[config.mk]
export PLATFORM = sky130hd
export DESIGN_NAME = flpa_out_fifo
export DESIGN_NICKNAME = d
export VERILOG_FILES = /design/src/rtl/flpa_pkg.sv /design/src/rtl/flpa_out_fifo.sv
export VERILOG_INCLUDE_DIRS = /design/src /design/src/rtl
export SDC_FILE = /design/constraint.sdc
export NUM_CORES = 1
export LEC_CHECK = 0
export BUFFER_PORTS_ARGS = -buffer_cell sky130_fd_sc_hd__buf_2
export CORE_MARGIN = 2
export CORE_UTILIZATION = 39
export CTS_CLUSTER_DIAMETER = 200
export DETAILED_ROUTE_END_ITERATION = 16
export PLACE_DENSITY = 0.66
export SLEW_MARGIN = 25
export SYNTH_ARGS = -nofsm -noshare
export SYNTH_HDL_FRONTEND = slang
export SYNTH_SLANG_ARGS = --single-unit
[constraint.sdc]
create_clock -name i_clk -period 1.8 [get_ports i_clk]
set_input_delay 0 -clock i_clk [delete_from_list [all_inputs] [get_ports i_clk]]
set_output_delay 0 -clock i_clk [all_outputs]
set_load 0.02 [all_outputs]
[src/rtl/free_list_pool_allocator_defines.svh]
// ----------------------------------------------------------------------------
// free_list_pool_allocator_defines
// assertion macros shared by the pool allocator rtl
// ----------------------------------------------------------------------------
`ifndef FREE_LIST_POOL_ALLOCATOR_DEFINES_SVH
`define FREE_LIST_POOL_ALLOCATOR_DEFINES_SVH

`ifndef SYNTHESIS

// immediate implication, checked on every clock edge outside reset
`define FLPA_ASSERT_IMP(lbl, clk, rst_n, ante, cons, msg) \
    lbl: assert property (@(posedge clk) disable iff (!rst_n) (ante) |-> (cons)) \
        else $error(msg);

// implication whose consequent is checked in the following cycle
`define FLPA_ASSERT_NXT(lbl, clk, rst_n, ante, cons, msg) \
    lbl: assert property (@(posedge clk) disable iff (!rst_n) (ante) |=> (cons)) \
        else $error(msg);

`else

`define FLPA_ASSERT_IMP(lbl, clk, rst_n, ante, cons, msg)
`define FLPA_ASSERT_NXT(lbl, clk, rst_n, ante, cons, msg)

`endif

`endif

[src/rtl/flpa_pkg.sv]
// ----------------------------------------------------------------------------
// flpa_pkg
// types and constants for the free list pool allocator
// ----------------------------------------------------------------------------
`default_nettype none

package flpa_pkg;

    localparam int BLOCK_ENTRIES = 256;
    localparam int MAX_BLOCKS    = 16;

    localparam int INDEX_W     = 12;
    localparam int INDEX_SPACE = 1 << INDEX_W;
    localparam int LINK_W      = INDEX_W + 1;
    localparam int COUNT_W     = INDEX_W + 1;
    localparam int POS_W       = (BLOCK_ENTRIES > 1) ? $clog2(BLOCK_ENTRIES) : 1;
    localparam int FIT_BLOCKS  = INDEX_SPACE / BLOCK_ENTRIES;
    localparam int BLOCK_LIMIT = (MAX_BLOCKS < FIT_BLOCKS) ? MAX_BLOCKS : FIT_BLOCKS;

    localparam int              CFG_W     = 5;
    localparam logic [CFG_W-1:0] CFG_RESET = CFG_W'(16);

    localparam logic REQ_ALLOC = 1'b0;
    localparam logic REQ_FREE  = 1'b1;

    typedef enum logic [2:0] {
        ST_REUSED    = 3'd0,
        ST_FRESH     = 3'd1,
        ST_EXHAUSTED = 3'd2,
        ST_FREED     = 3'd3,
        ST_REJECTED  = 3'd4
    } t_status;

    typedef enum logic {
        S_IDLE,
        S_POP
    } t_state;

    typedef struct packed {
        logic [INDEX_W-1:0] granted_index;
        t_status            status;
    } t_result;

endpackage

`default_nettype wire

[src/rtl/flpa_out_fifo.sv]
// ----------------------------------------------------------------------------
// flpa_out_fifo
// two entry result queue between the allocator core and the result channel
// ----------------------------------------------------------------------------
`default_nettype none

`include "free_list_pool_allocator_defines.svh"

module flpa_out_fifo
    import flpa_pkg::*;
(
    input  wire logic    i_clk,
    input  wire logic    i_rst_n,
    input  wire logic    i_push,
    input  wire t_result i_data,
    output logic         o_space,
    output logic         o_valid,
    input  wire logic    i_ready,
    output t_result      o_data
);

    t_result    r_mem [2];
    logic       r_wr_ptr;
    logic       r_rd_ptr;
    logic [1:0] r_count;
    logic       w_pop;

    assign w_pop   = o_valid && i_ready;
    assign o_valid = (r_count != 2'd0);
    assign o_space = (r_count != 2'd2);
    assign o_data  = r_mem[r_rd_ptr];

    always_ff @(posedge i_clk) begin
        if (i_push) begin
            r_mem[r_wr_ptr] <= i_data;
        end
    end

    always_ff @(posedge i_clk) begin
        if (!i_rst_n) begin
            r_wr_ptr <= 1'b0;
            r_rd_ptr <= 1'b0;
            r_count  <= 2'd0;
        end else begin
            if (i_push) begin
                r_wr_ptr <= ~r_wr_ptr;
            end
            if (w_pop) begin
                r_rd_ptr <= ~r_rd_ptr;
            end
            case ({i_push, w_pop})
                2'b10:   r_count <= r_count + 2'd1;
                2'b01:   r_count <= r_count - 2'd1;
                default: r_count <= r_count;
            endcase
        end
    end

    `FLPA_ASSERT_IMP(a_no_overflow, i_clk, i_rst_n, i_push, (o_space || w_pop), "result queue overflow")
    `FLPA_ASSERT_NXT(a_count_tracks, i_clk, i_rst_n, (i_push && !w_pop), (r_count == $past(r_count) + 2'd1), "result count did not grow on push")
    `FLPA_ASSERT_IMP(a_ptr_match, i_clk, i_rst_n, (r_count == 2'd0 || r_count == 2'd2), (r_wr_ptr == r_rd_ptr), "queue pointers out of step")

endmodule

`default_nettype wire
Word-level counts from Yosys, hierarchy flattened --
Memory sizes are Yosys's and may differ from the RTL's. A register that Yosys moved wholly into a read port is not among the register bits. Cells that the tools add are included.
Word-level totals: bits in latches 0, bits of input ports 19, memory bits (read-only) 0, bits in writable memories 30, memories kept 1, bits in registers 4
Operators by class: bitwise gates (word level) 2, div/mod/pow operators 0, $add $sub $neg 2, shifts and indexed selects 0, magnitude comparators 0, eq/ne operators 3, muxes and demuxes 5, reduce and logical (&&, ||, !) cells 3, $mul 0
Memory list:
- r_mem | depth 2, width 15, read ports 1, clocked after memory_dff 1, wr ports 1, RTL line flpa_out_fifo.sv:22 | t_result r_mem [2];
Operators with widths (number):
- $mux 1 | 4
- $pmux 2 s2 | 1
- $reduce_bool 2->1 | 2
- $add 2x1->2 const B | 1
- $eq 2x1->1 const B | 1
- $eq 2x2->1 const B | 1
- $ne 2x2->1 const B | 1
- $not 1->1 | 2
- $sub 2x1->2 const B | 1
- $logic_and 1x1->1 | 1

Longest topological paths before layout --
Gate-level depths: netlist of run 1.
depth after elaboration 4, depth in mapped cells 5, gate-level depth less buffers 5

Least setup slack after synthesis of run 1 --
OpenSTA, ideal clock, no wires.
path kind register to register, from reg r_wr_ptr, to mem r_mem[0][0] in the netlist's numbering, enable pin, buffers on the path 0, slack 0.415 ns, arrival 0.997 ns, period minus slack after synthesis 1.385 ns, data required time 1.412 ns, cell stages (with the launch flop) 2, cells stage by stage dfxtp_1 nor2_1
RTL lines:
- start, declared | RTL line flpa_out_fifo.sv:23 | logic r_wr_ptr;
- start signal, assigned | RTL line flpa_out_fifo.sv:46 | r_wr_ptr <= ~r_wr_ptr;
- end, declared | RTL line flpa_out_fifo.sv:22
Straight into the memory's write port.

Worst setup path after layout of run 1 --
from reg r_count[0], to reg r_count[1]
On the way: longest elaborated chain between the ends 4, elaborated cells on any way between the ends 8
RTL lines:
- start, declared | RTL line flpa_out_fifo.sv:25 | logic [1:0] r_count;
- start signal, assigned | RTL line flpa_out_fifo.sv:52 | 2'b10: r_count <= r_count + 2'd1;
- start signal, assigned | RTL line flpa_out_fifo.sv:53 | 2'b01: r_count <= r_count - 2'd1;
- start signal, assigned | RTL line flpa_out_fifo.sv:54 | default: r_count <= r_count;
- $reduce_bool 2->1 (*) | RTL line flpa_out_fifo.sv:29 | assign o_valid = (r_count != 2'd0);
- $logic_and 1x1->1 (*) | RTL line flpa_out_fifo.sv:28 | assign w_pop = o_valid && i_ready;
- via w_pop | RTL line flpa_out_fifo.sv:26 | logic w_pop;
- $eq 2x1->1 or $eq 2x2->1 (tied branches) | RTL line flpa_out_fifo.sv:51 | case ({i_push, w_pop})
- $pmux 2 s2 or $reduce_bool 2->1 (tied branches)
The timed path passes the listed nets; every way through them passes the cells marked *. A chain may end at the register's enable or synchronous reset.

==> results of run 1 <==
-- state kept, by name, summed over array words and instances, names as in the netlist, named ones only --
| name | cells |
|---|---|
| r_count | 2 |
| r_rd_ptr | 1 |
| r_mem | 30 |
| r_wr_ptr | 1 |
-- critical path, delay by kind of cell, from the launching register on --
kind | cells | cell delay, ns
AND/OR/NAND/NOR | 1 | 0.35
adder cells (fa/ha/maj) | 1 | 0.31
flip-flops | 1 | 0.37
AO/OA/AOI/OAI | 2 | 0.38
-- logic make-up after synthesis --
group | count (synthesis)
flops | 35
mux | 15
compound gates | 4
fa+ha+maj | 1
simple gates | 9
xor+xnor | 3
buf+inv | 3
-- cells in the final DEF (no fill, tap or decap), types with 2 or more instances in the layout --
cell type       n
clkbuf_4        5
dfxtp_1         5
buf_2          35
dlygate4sd3_1  17
mux2_1         12
edfxtp_1       30
xnor2_1         3
mux2_2          3
and2_1          2
nor2b_1         3
buf_4           4
-- per-stage QoR --
| step | setup slack [ns] | hold slack [ns] |
|---|---|---|
| after global routing | 0.205 | 0.0930 |
| after global placement | 0.417 | 0.190 |
| final | 0.324 | 0.107 |
| after CTS | 0.324 | 0.0944 |
| after detailed placement | 0.351 | 0.193 |
| after floorplan | 0.415 | 0.0989 |
-- where the power goes --
| group | total (uW) | switching [uW] | internal [uW] | leakage (uW) |
|---|---|---|---|---|
| registers | 994 | 38.4 | 956 | 0.000323 |
| logic | 593 | 319 | 274 | 0.000336 |
| clock network | 542 | 250 | 292 | 0.0000452 |
| total | 2130 | 607 | 1520 | 0.000704 |
-- path summary, 6_finish.rpt --
check	endpoint	from	slack [ns]
worst max-delay path	r_count[1]	r_count[0]	0.32
worst min-delay path	r_rd_ptr	i_ready	0.11
worst max register to register	r_count[1]	r_count[0]	0.32
worst min register to register	r_count[1]	r_count[1]	0.53
-- cell type report --
type,instances,area (um2),area share
well taps,46,57.6,0.0318
repair buffers,56,375,0.207
clock inverters,3,43.8,0.0242
multi-input cells,32,290,0.160
flip-flops and latches,35,1000,0.553
inverters,1,3.75,0.00207
clock buffers,5,37.5,0.0207
-- per-layer routing --
| layer | track usage | vias to the layer above | routed length [um] |
|---|---|---|---|
| met5 | 0 | - | 0 |
| met4 | 0.0638 | 0 | 41 |
| met3 | 0.0621 | 5 | 152 |
| met2 | 0.205 | 26 | 1020 |
| met1 | 0.111 | 365 | 879 |
| li1 | - | 383 | - |
-- what timing repair did --
action,CTS,global route
hold endpoints to repair,35,0
setup buffers,0,0
hold buffers,17,0
==> impl_metrics.sql, run 1 <==
INSERT INTO impl_metrics (metric_group, metric, value, unit) VALUES
('cells_and_area', 'post_route_cell_area', '0.00181', 'mm2'),
('hold_path', 'worst_hold_path.num_cells', '4', ''),
('clock_network', 'insertion_delay', '0.33', 'ns'),
('yosys', 'synth_enable_flop_cells', '30', ''),
('yosys', 'synth-async-reset-ratio', '0', ''),
('clock_network', 'cts_sinks', '35', ''),
('critical_path', 'worstPathMaxFanout', '5', ''),
('yosys', 'synth_simple_gate_area_frac', '0.0412', ''),
('yosys', 'post_synthesis_sequential_area_ratio', '0.767', ''),
('critical_path', 'timing.setup.critical_path_class', 'reg2reg', ''),
('power', 'cellLeakagePower', '0.000704', 'uW'),
('cells_and_area', 'nNetsFinal', '151', ''),
('global_routing', 'grt_max_degree', '16', ''),
('global_routing', 'grt_first_pass_wirelength', '2990', 'um'),
('die', 'coreArea', '0.00328', 'mm2'),
('timing', 'slew_violations', '0', ''),
('clock_network', 'ctsHtreeMaxLevel', '2', ''),
('timing', 'setup_viol', '0', ''),
('clock_network', 'cts-buffers-inserted', '5', ''),
('run', 'timing.max_cap.violations', '0', ''),
('placement', 'buffer_ports.inserted', '35', ''),
('timing', 'worstMarginPinSlew', '0.211', 'ns'),
('status', 'outcome', 'finished clean', ''),
('timing', 'maxSlewHeadroom', '0.859', ''),
('global_routing', 'globalRoute.totalOverflow', '0', ''),
('die', 'die_area', '0.00382', 'mm2'),
('drt', 'vias', '779', ''),
('timing', 'upper_clock_frequency_limit', '677', 'MHz'),
('critical_path', 'rr_worst_depth', '4', ''),
('global_routing', 'grt_antenna_before_repair', '0', ''),
('drt', 'drtIter0Drc', '29', ''),
('timing', 'period_needed', '1.48', 'ns'),
('hold_path', 'hp-class', 'in2reg', ''),
('yosys', 'fraction_of_the_mapped_netlist_area_in_compound_gates', '0.0221', ''),
('die', 'placementRows', '21', ''),
('die', 'floorplan.initialDensity', '0.397', ''),
('yosys', 'synth_most_common_cell', 'edfxtp_1', ''),
('die', 'top_level_ports', '36', ''),
('power', 'vdd_ir_drop_max', '670', 'uV'),
('critical_path', 'setup.worst_path.end_class', 'flip-flop', ''),
('die', 'dieHeight', '61.8', 'um'),
('yosys', 'post_synth_fa_ha_maj_area_fraction', '0.00959', ''),
('yosys', 'synth_cell_type_count', '18', ''),
('placement', 'routabilityCongestion', '0.662', ''),
('critical_path', 'crit_path_max_incr_delay', '0.37', 'ns'),
('power', 'design_power_total', '2130', 'uW'),
('yosys', 'synth.top_cells.by_area', 'edfxtp_1 69%, mux2_1 10%, dfxtp_1 7.7%', ''),
('clock_network', 'cts_repair_resize_count', '0', ''),
('yosys', 'synthCells', '70', ''),
('drt', 'post_drt_via_cell_ratio', '4.38', ''),
('critical_path', 'worst-endpoint-required', '2.06', 'ns'),
('timing', 'final-hold-violation-count', '0', ''),
('critical_path', 'crit_path_cell_trace', 'o21a_2 -> ha_1 -> or3_1 -> a21boi_1', ''),
('yosys', 'post_synth_mux_area_share', '0.129', ''),
('cells_and_area', 'finish.cell_count_without_fillers', '178', ''),
('cells_and_area', 'area.growth.synth_to_final', '38.6', '%'),
('drt', 'wl_per_cell', '11.8', 'um'),
('timing', 'final_sum_of_negative_setup_slack', '0', 'ns'),
('yosys', 'synth_top_family_by_area', 'multiplexers', ''),
('drt', 'route.detailed.drc', '0', ''),
('critical_path', 'setup.worst_path.start_class', 'flip-flop', ''),
('yosys', 'yosys.area.top_type', 'edfxtp_1', ''),
('drt', 'routed_wl', '2090', 'um'),
('die', 'floorplan.die.width', '61.8', 'um'),
('yosys', 'synth_xor_xnor_area_share', '0.0201', ''),
('yosys', 'ys_flop_type', 'edfxtp_1', ''),
('clock_network', 'clock_tree.root_cell', 'clkbuf_4', ''),
('yosys', 'yosysWarningCount', '0', ''),
('drt', 'detail-route-antenna-nets', '0', ''),
('placement', 'dpl.cell_count', '153', ''),
('cells_and_area', 'insertedDiodeCount', '0', '');
Note: power is estimated with default switching activity, not from simulation.
==> run 2, diff against run 1 <==
clock period = 1.4 ns   (was 1.8 ns; I/O delays follow)
==> run 2 against run 1 <==
Net effect:
- non-clock buffer count rose by 2
- total power increased by 22%
- clock-buffer cell count unchanged
- clock skew shrank 0.0047 ns
- via count is 1.8% higher
- core utilization increased by 0.19 points
- global-route usage is 0.44 points higher
- fmax increased by 9.8%
- combinational power increased by 47%
- worst setup slack worse by 0.27 ns
- critical path type unchanged
==> impl_metrics.sql, run 2 (synthesized netlist as in run 1, its figures left out) <==
INSERT INTO impl_metrics (metric_group, metric, value, unit) VALUES
('cells_and_area', 'insertedDiodeCount', '0', ''),
('clock_network', 'ctsHtreeMaxLevel', '2', ''),
('power', 'vdd_ir_drop_max', '813', 'uV'),
('clock_network', 'cts.clk_slew.worst_paths', '0.09', 'ns'),
('timing', 'final.setup.worst_slack', '0.0550', 'ns'),
('cells_and_area', 'layout_commonest_cell', 'buf_2', ''),
('drt', 'vias', '793', ''),
('clock_network', 'clock_tree.root_cell', 'clkbuf_4', ''),
('global_routing', 'grt_first_pass_wirelength', '3100', 'um'),
('critical_path', 'critical-path-slowest-cell', 'dfxtp_1', ''),
('placement', 'routabilityCongestion', '0.589', ''),
('die', 'die_area', '0.00382', 'mm2'),
('power', 'cellLeakagePower', '0.000699', 'uW'),
('global_routing', 'globalRoute.totalOverflow', '0', ''),
('timing', 'upper_clock_frequency_limit', '743', 'MHz'),
('critical_path', 'reg2reg_slack', '0.05', 'ns'),
('drt', 'routed_wl', '2120', 'um'),
('critical_path', 'setup.worst_path.start_class', 'flip-flop', ''),
('critical_path', 'critical_path_buf_inv_count', '0', ''),
('critical_path', 'worst-endpoint-required', '1.66', 'ns'),
('hold_path', 'worst_hold_path.num_cells', '4', ''),
('global_routing', 'grt_antenna_before_repair', '0', ''),
('critical_path', 'worstPathMaxFanout', '2', ''),
('clock_network', 'cts-buffers-inserted', '5', ''),
('placement', 'dp_worst_setup_slack', '0.0388', 'ns'),
('run', 'timing.max_cap.violations', '0', ''),
('critical_path', 'critical_path.reg2reg.startpoint', 'r_count[1]', ''),
('timing', 'final_sum_of_negative_setup_slack', '0', 'ns'),
('hold_path', 'hp-class', 'in2reg', ''),
('drt', 'drtIter0Drc', '29', ''),
('critical_path', 'crit_path_cell_trace', 'o21a_2 -> ha_4 -> xnor2_1 -> or3_1 -> a21boi_1', ''),
('timing', 'layout_worst_path_cycle_share', '0.961', ''),
('die', 'placementRows', '21', ''),
('critical_path', 'setup.worst_path.end_class', 'flip-flop', ''),
('die', 'coreArea', '0.00328', 'mm2'),
('clock_network', 'insertion_delay', '0.32', 'ns'),
('cells_and_area', 'largest_register_ff_count', '30', ''),
('cells_and_area', 'area.growth.synth_to_final', '39.1', '%'),
('timing', 'max_clock_skew', '0.00847', 'ns'),
('timing', 'period_needed', '1.35', 'ns'),
('cells_and_area', 'top_regs', 'r_mem (30), r_count (2)', ''),
('global_routing', 'grt_max_degree', '17', ''),
('drt', 'wl_per_cell', '11.8', 'um'),
('placement', 'buffer_ports.inserted', '35', ''),
('die', 'floorplan.die.width', '61.8', 'um'),
('drt', 'detail-route-antenna-nets', '0', ''),
('clock_network', 'clk_path_buf_depth', '2', ''),
('power', 'powerDensity', '1430', 'mW/mm2'),
('die', 'dieHeight', '61.8', 'um'),
('timing', 'slew_violations', '0', ''),
('critical_path', 'critical-path-top-delay-family', 'compound AO/OA/AOI/OAI gates', ''),
('cells_and_area', 'layout.cells.most_common_list', '35 x buf_2, 30 x edfxtp_1, 17 x dlygate4sd3_1, 12 x mux2_1', ''),
('clock_network', 'postCtsSetupRepairBufs', '0', ''),
('drt', 'post_drt_via_cell_ratio', '4.43', ''),
('timing', 'setup_viol', '0', ''),
('global_routing', 'first_global_vias', '752', ''),
('drt', 'first_pass_iters', '3', ''),
('die', 'floorplan.initialDensity', '0.397', ''),
('cells_and_area', 'utilization', '0.553', ''),
('critical_path', 'crit_path_max_incr_delay', '0.32', 'ns'),
('critical_path', 'critPathArrivalTime', '1.60', 'ns'),
('timing', 'maxSlewHeadroom', '0.859', ''),
('cells_and_area', 'nNetsFinal', '153', ''),
('critical_path', 'timing.setup.critical_path_class', 'reg2reg', ''),
('timing', 'grt_setup_unrepaired', 'false', ''),
('timing', 'final-hold-violation-count', '0', ''),
('clock_network', 'cts_sinks', '35', ''),
('cells_and_area', 'max_flop_register', 'r_mem', ''),
('hold_path', 'origin_of_the_worst_min_delay_path', 'i_ready', ''),
('critical_path', 'critical_path.reg2reg.endpoint', 'r_count[1]', ''),
('cells_and_area', 'layout_cell_share_with_drive_strength_beyond_1', '0.406', ''),
('power', 'design_power_total', '2600', 'uW'),
('drt', 'route.detailed.drc', '0', ''),
('clock_network', 'tritoncts', 'built', ''),
('global_routing', 'globalRouteTotalUtil', '0.122', ''),
('critical_path', 'rr_worst_depth', '5', ''),
('status', 'outcome', 'finished clean', ''),
('timing', 'worstMarginPinSlew', '0.211', 'ns'),
('die', 'top_level_ports', '36', ''),
('timing', 'hold_slack', '0.154', 'ns');
## run 2: routing by layer
| metal | GRT usage | share of wire | vias up |
|---|---|---|---|
| met2 | 0.208 | 0.49 | 26 |
| met1 | 0.122 | 0.43 | 378 |
| li1 | - | - | 385 |
| met4 | 0.0729 | 0.015 | 0 |
| met5 | 0 | 0 | - |
| met3 | 0.0559 | 0.061 | 4 |
## run 2: how the worst max path moves through the flow
stage          startpoint          end  slack [ns]  cells after the start
2_1_floorplan    r_wr_ptr  r_mem[0][0]        0.01                      1
3_3_place_gp   r_count[1]   r_count[1]        0.09                      4
3_5_place_dp   r_count[1]   r_count[1]        0.04                      4
4_1_cts        r_count[1]   r_count[1]       0.009                      4
5_1_grt        r_count[1]   r_count[1]       0.003                      5
6_report       r_count[1]   r_count[1]        0.05                      5
## run 2: cell type report
class / count / area [um2]
well taps: 46 / 57.6
flip-flops and latches: 35 / 1000
repair buffers: 58 / 403
clock buffers: 5 / 37.5
fillers: 274 / 1470
multi-input cells: 32 / 303
inverters: 1 / 3.75
clock inverters: 2 / 8.76
## run 2: per-stage QoR
| stage | cell area, um2 | cells |
|---|---|---|
| 3_3_place_gp | 1570 | 155 |
| 4_1_cts | 1790 | 179 |
| 3_5_place_dp | 1570 | 155 |
| 2_1_floorplan | 1310 | 70 |
| 6_report | 1820 | 179 |
| 5_1_grt | 1820 | 179 |
## run 2: worst reg2reg max path: stages, from the launching register on
cell and delay (ns):
dfxtp_1 0.32, o21a_2 0.24, ha_4 0.16, xnor2_1 0.12, or3_1 0.30, a21boi_1 0.14
## run 2: where the power goes
part / total [uW] / internal (uW) / switching (uW)
Sequential: 1270 / 1230 / 35.7
Clock: 465 / 178 / 287
Combinational: 871 / 428 / 444
Total: 2600 / 1840 / 767
## run 2: repair_timing
item | in CTS | in global routing
setup endpoints to repair | 15 | 16
pin swaps | 0 | 0
hold buffers | 17 | 0
resized for setup | 1 | 4
endpoints found under the hold margin | 35 | 0
==> run 3, diff against run 2 <==
ABC_AREA = 1   (was not set)
==> run 3 against run 2 <==
Net effect:
- cell area up 4.0%
- flip-flop and latch count unchanged
- synthesized area up 5.3%
- clock skew down 0.0020 ns
- combinational power down 45%
- critical path depth down 2
==> impl_metrics.sql, run 3 <==
INSERT INTO impl_metrics (metric_group, metric, value, unit) VALUES
('die', 'floorplan.die.width', '63.4', 'um'),
('cells_and_area', 'layout_commonest_cell', 'buf_2', ''),
('cells_and_area', 'insertedDiodeCount', '0', ''),
('global_routing', 'grt_max_degree', '11', ''),
('global_routing', 'globalRoute.totalOverflow', '0', ''),
('cells_and_area', 'top_regs', 'r_mem (30), r_count (2)', ''),
('yosys', 'synthCells', '83', ''),
('yosys', 'yosys_register_bits', '35', ''),
('yosys', 'synth_most_common_cell', 'edfxtp_1', ''),
('yosys', 'post_synth_instance_area', '0.00137', 'mm2'),
('die', 'top_level_ports', '36', ''),
('critical_path', 'critical-path-slowest-cell', 'dfxtp_4', ''),
('critical_path', 'worstPathMaxFanout', '6', ''),
('power', 'vdd_ir_drop_max', '717', 'uV'),
('timing', 'maxSlewHeadroom', '0.881', ''),
('hold_path', 'hp-class', 'in2reg', ''),
('timing', 'upper_clock_frequency_limit', '758', 'MHz'),
('yosys', 'ys_flop_type', 'edfxtp_1', ''),
('die', 'coreArea', '0.00336', 'mm2'),
('placement', 'routabilityCongestion', '0.663', ''),
('cells_and_area', 'area_used_by_multi_input_combinational_logic', '319', 'um2'),
('clock_network', 'cts-buffers-inserted', '5', ''),
('yosys', 'syn-num-nets', '103', ''),
('timing', 'layout_worst_path_cycle_share', '0.943', ''),
('placement', 'dp_worst_setup_slack', '0.125', 'ns'),
('cells_and_area', 'layout_cell_share_with_drive_strength_beyond_1', '0.437', ''),
('timing', 'slew_violations', '0', ''),
('yosys', 'synth-async-reset-ratio', '0', ''),
('yosys', 'synth.top_cells.by_area', 'edfxtp_1 66%, mux2_4 11%, dfxtp_1 7.3%', ''),
('cells_and_area', 'max_flop_register', 'r_mem', ''),
('die', 'dieHeight', '63.4', 'um'),
('yosys', 'post_synth.cell_area_avg', '16.6', 'um2'),
('timing', 'grt_setup_unrepaired', 'false', ''),
('drt', 'first_pass_iters', '3', ''),
('drt', 'vias', '895', ''),
('clock_network', 'tritoncts', 'built', ''),
('drt', 'wl_per_cell', '12.1', 'um'),
('yosys', 'yosys.area.top_type', 'edfxtp_1', ''),
('cells_and_area', 'largest_register_ff_count', '30', ''),
('timing', 'max_clock_skew', '0.00646', 'ns'),
('critical_path', 'setup.worst_path.end_class', 'primary output', ''),
('global_routing', 'top_usage_layer', 'met2', ''),
('clock_network', 'cts.clk_slew.worst_paths', '0.09', 'ns'),
('clock_network', 'clock_tree.root_cell', 'clkbuf_4', ''),
('timing', 'final-hold-violation-count', '0', ''),
('power', 'design_power_total', '2200', 'uW'),
('yosys', 'yosysWarningCount', '0', ''),
('drt', 'routed_wl', '2380', 'um'),
('timing', 'worstMarginPinSlew', '0.177', 'ns'),
('drt', 'detail-route-antenna-nets', '0', ''),
('critical_path', 'reg2reg_slack', '0.12', 'ns'),
('critical_path', 'crit_path_cell_trace', 'buf_6 -> mux2_2 -> buf_2', ''),
('placement', 'detailed_place_hpwl', '1630', 'um'),
('global_routing', 'globalRouteMet2Util', '0.222', ''),
('drt', 'post_drt_via_cell_ratio', '4.54', ''),
('critical_path', 'critPathArrivalTime', '1.32', 'ns'),
('cells_and_area', 'layout.area.seq', '0.00101', 'mm2'),
('drt', 'drtIter0Drc', '26', ''),
('power', 'cellLeakagePower', '0.000789', 'uW'),
('yosys', 'synth_enable_flop_cells', '30', ''),
('yosys', 'post_synthesis_sequential_area_ratio', '0.729', ''),
('critical_path', 'timing.setup.critical_path_class', 'reg2out', ''),
('power', 'powerDensity', '1160', 'mW/mm2'),
('yosys', 'synth_largest_type_area_fraction', '0.656', ''),
('yosys', 'synth_cell_type_count', '15', ''),
('status', 'outcome', 'finished clean', ''),
('critical_path', 'worst-endpoint-required', '1.40', 'ns'),
('die', 'floorplan.initialDensity', '0.408', ''),
('global_routing', 'globalRouteTotalUtil', '0.130', ''),
('cells_and_area', 'fillers', '297', ''),
('yosys', 'ys_top_cells_by_count', '30 x edfxtp_1, 10 x mux2_4, 10 x nor2_1', ''),
('critical_path', 'crit_path_max_incr_delay', '0.38', 'ns'),
('run', 'timing.max_cap.violations', '0', ''),
('global_routing', 'grt_antenna_before_repair', '0', ''),
('clock_network', 'insertion_delay', '0.32', 'ns'),
('clock_network', 'ctsHtreeMaxLevel', '2', ''),
('timing', 'final_sum_of_negative_setup_slack', '0', 'ns'),
('timing', 'final.setup.worst_slack', '0.0805', 'ns'),
('drt', 'route.detailed.drc', '0', ''),
('cells_and_area', 'area.growth.synth_to_final', '37.4', '%'),
('die', 'die_area', '0.00401', 'mm2'),
('global_routing', 'grt_use_met3', '0.0446', ''),
('cells_and_area', 'layout.cells.most_common_list', '35 x buf_2, 30 x edfxtp_1, 19 x dlygate4sd3_1, 10 x mux2_4, 10 x nor2_1', ''),
('cells_and_area', 'nNetsFinal', '170', ''),
('global_routing', 'grtUsageMet1', '0.143', ''),
('timing', 'period_needed', '1.32', 'ns'),
('clock_network', 'cts_sinks', '35', ''),
('die', 'placementRows', '21', ''),
('clock_network', 'clk_path_buf_depth', '2', ''),
('timing', 'setup_viol', '0', ''),
('placement', 'buffer_ports.inserted', '35', ''),
('cells_and_area', 'utilization', '0.561', ''),
('global_routing', 'first_global_vias', '893', ''),
('critical_path', 'setup.worst_path.start_class', 'flip-flop', ''),
('global_routing', 'grt_first_pass_wirelength', '3900', 'um');
run 3: logic make-up (layout without fill, tap and decap cells):
kind of cell | Yosys count | count (layout) | synth area share
and+or+nand+nor | 21 | 21 | 0.0601
DFF | 35 | 35 | 0.729
muxes | 15 | 15 | 0.150
AOI/OAI and AO/OA | 3 | 3 | 0.0127
adders and majority gates | 1 | 1 | 0.00911
buffers and inverters | 8 | 76 | 0.0392
run 3: repair_timing:
item,CTS,global route
setup endpoints to repair,13,3
endpoints found under the hold margin,35,0
pin swaps,0,0
gates resized for setup,4,1
setup buffers,0,2
hold buffers,19,0
run 3: critical path, delay by kind of cell (launching register included):
kind     cells  cell delay [ns]
buf+inv      2             0.29
mux          1             0.34
flops        1             0.38
run 3: cell type report:
cell class	instances	area share
Clock buffer	7	0.0239
Timing Repair Buffer	62	0.229
Sequential cell	35	0.533
Tap cell	46	0.0305
Multi-Input combinational cell	40	0.169
Inverter	6	0.0119
Clock inverter	1	0.00265
run 3: path summary, 6_finish.rpt:
kind	start	endpoint	depth (start not counted)
min reg2reg	r_wr_ptr	r_wr_ptr	2
max reg2reg	r_count[1]	r_count[1]	7
min	i_data[0]	r_mem[1][0]	2
max	flip-flop	o_data[14]	3
run 3: per-layer routing:
| metal | part of all wire | vias to the layer above | wire, um |
|---|---|---|---|
| met4 | 0.015 | 0 | 36 |
| met2 | 0.52 | 27 | 1250 |
| met1 | 0.41 | 436 | 974 |
| met3 | 0.050 | 4 | 119 |
| li1 | - | 428 | - |
| met5 | 0 | - | 0 |
run 3: power by group:
| group | internal, uW | switching [uW] | leakage (uW) |
|---|---|---|---|
| registers | 1210 | 31.2 | 0.000324 |
| clock network | 196 | 288 | 0.0000293 |
| logic | 238 | 241 | 0.000436 |
| total | 1640 | 560 | 0.000789 |
run 3: metrics by stage:
step           hold WS [ns]  cells  cell area [um2]
2_1_floorplan        0.0989     83             1370
3_3_place_gp          0.190    168             1620
3_5_place_dp          0.194    168             1620
4_1_cts               0.378    195             1870
5_1_grt               0.381    197             1890
6_report              0.402    197             1890
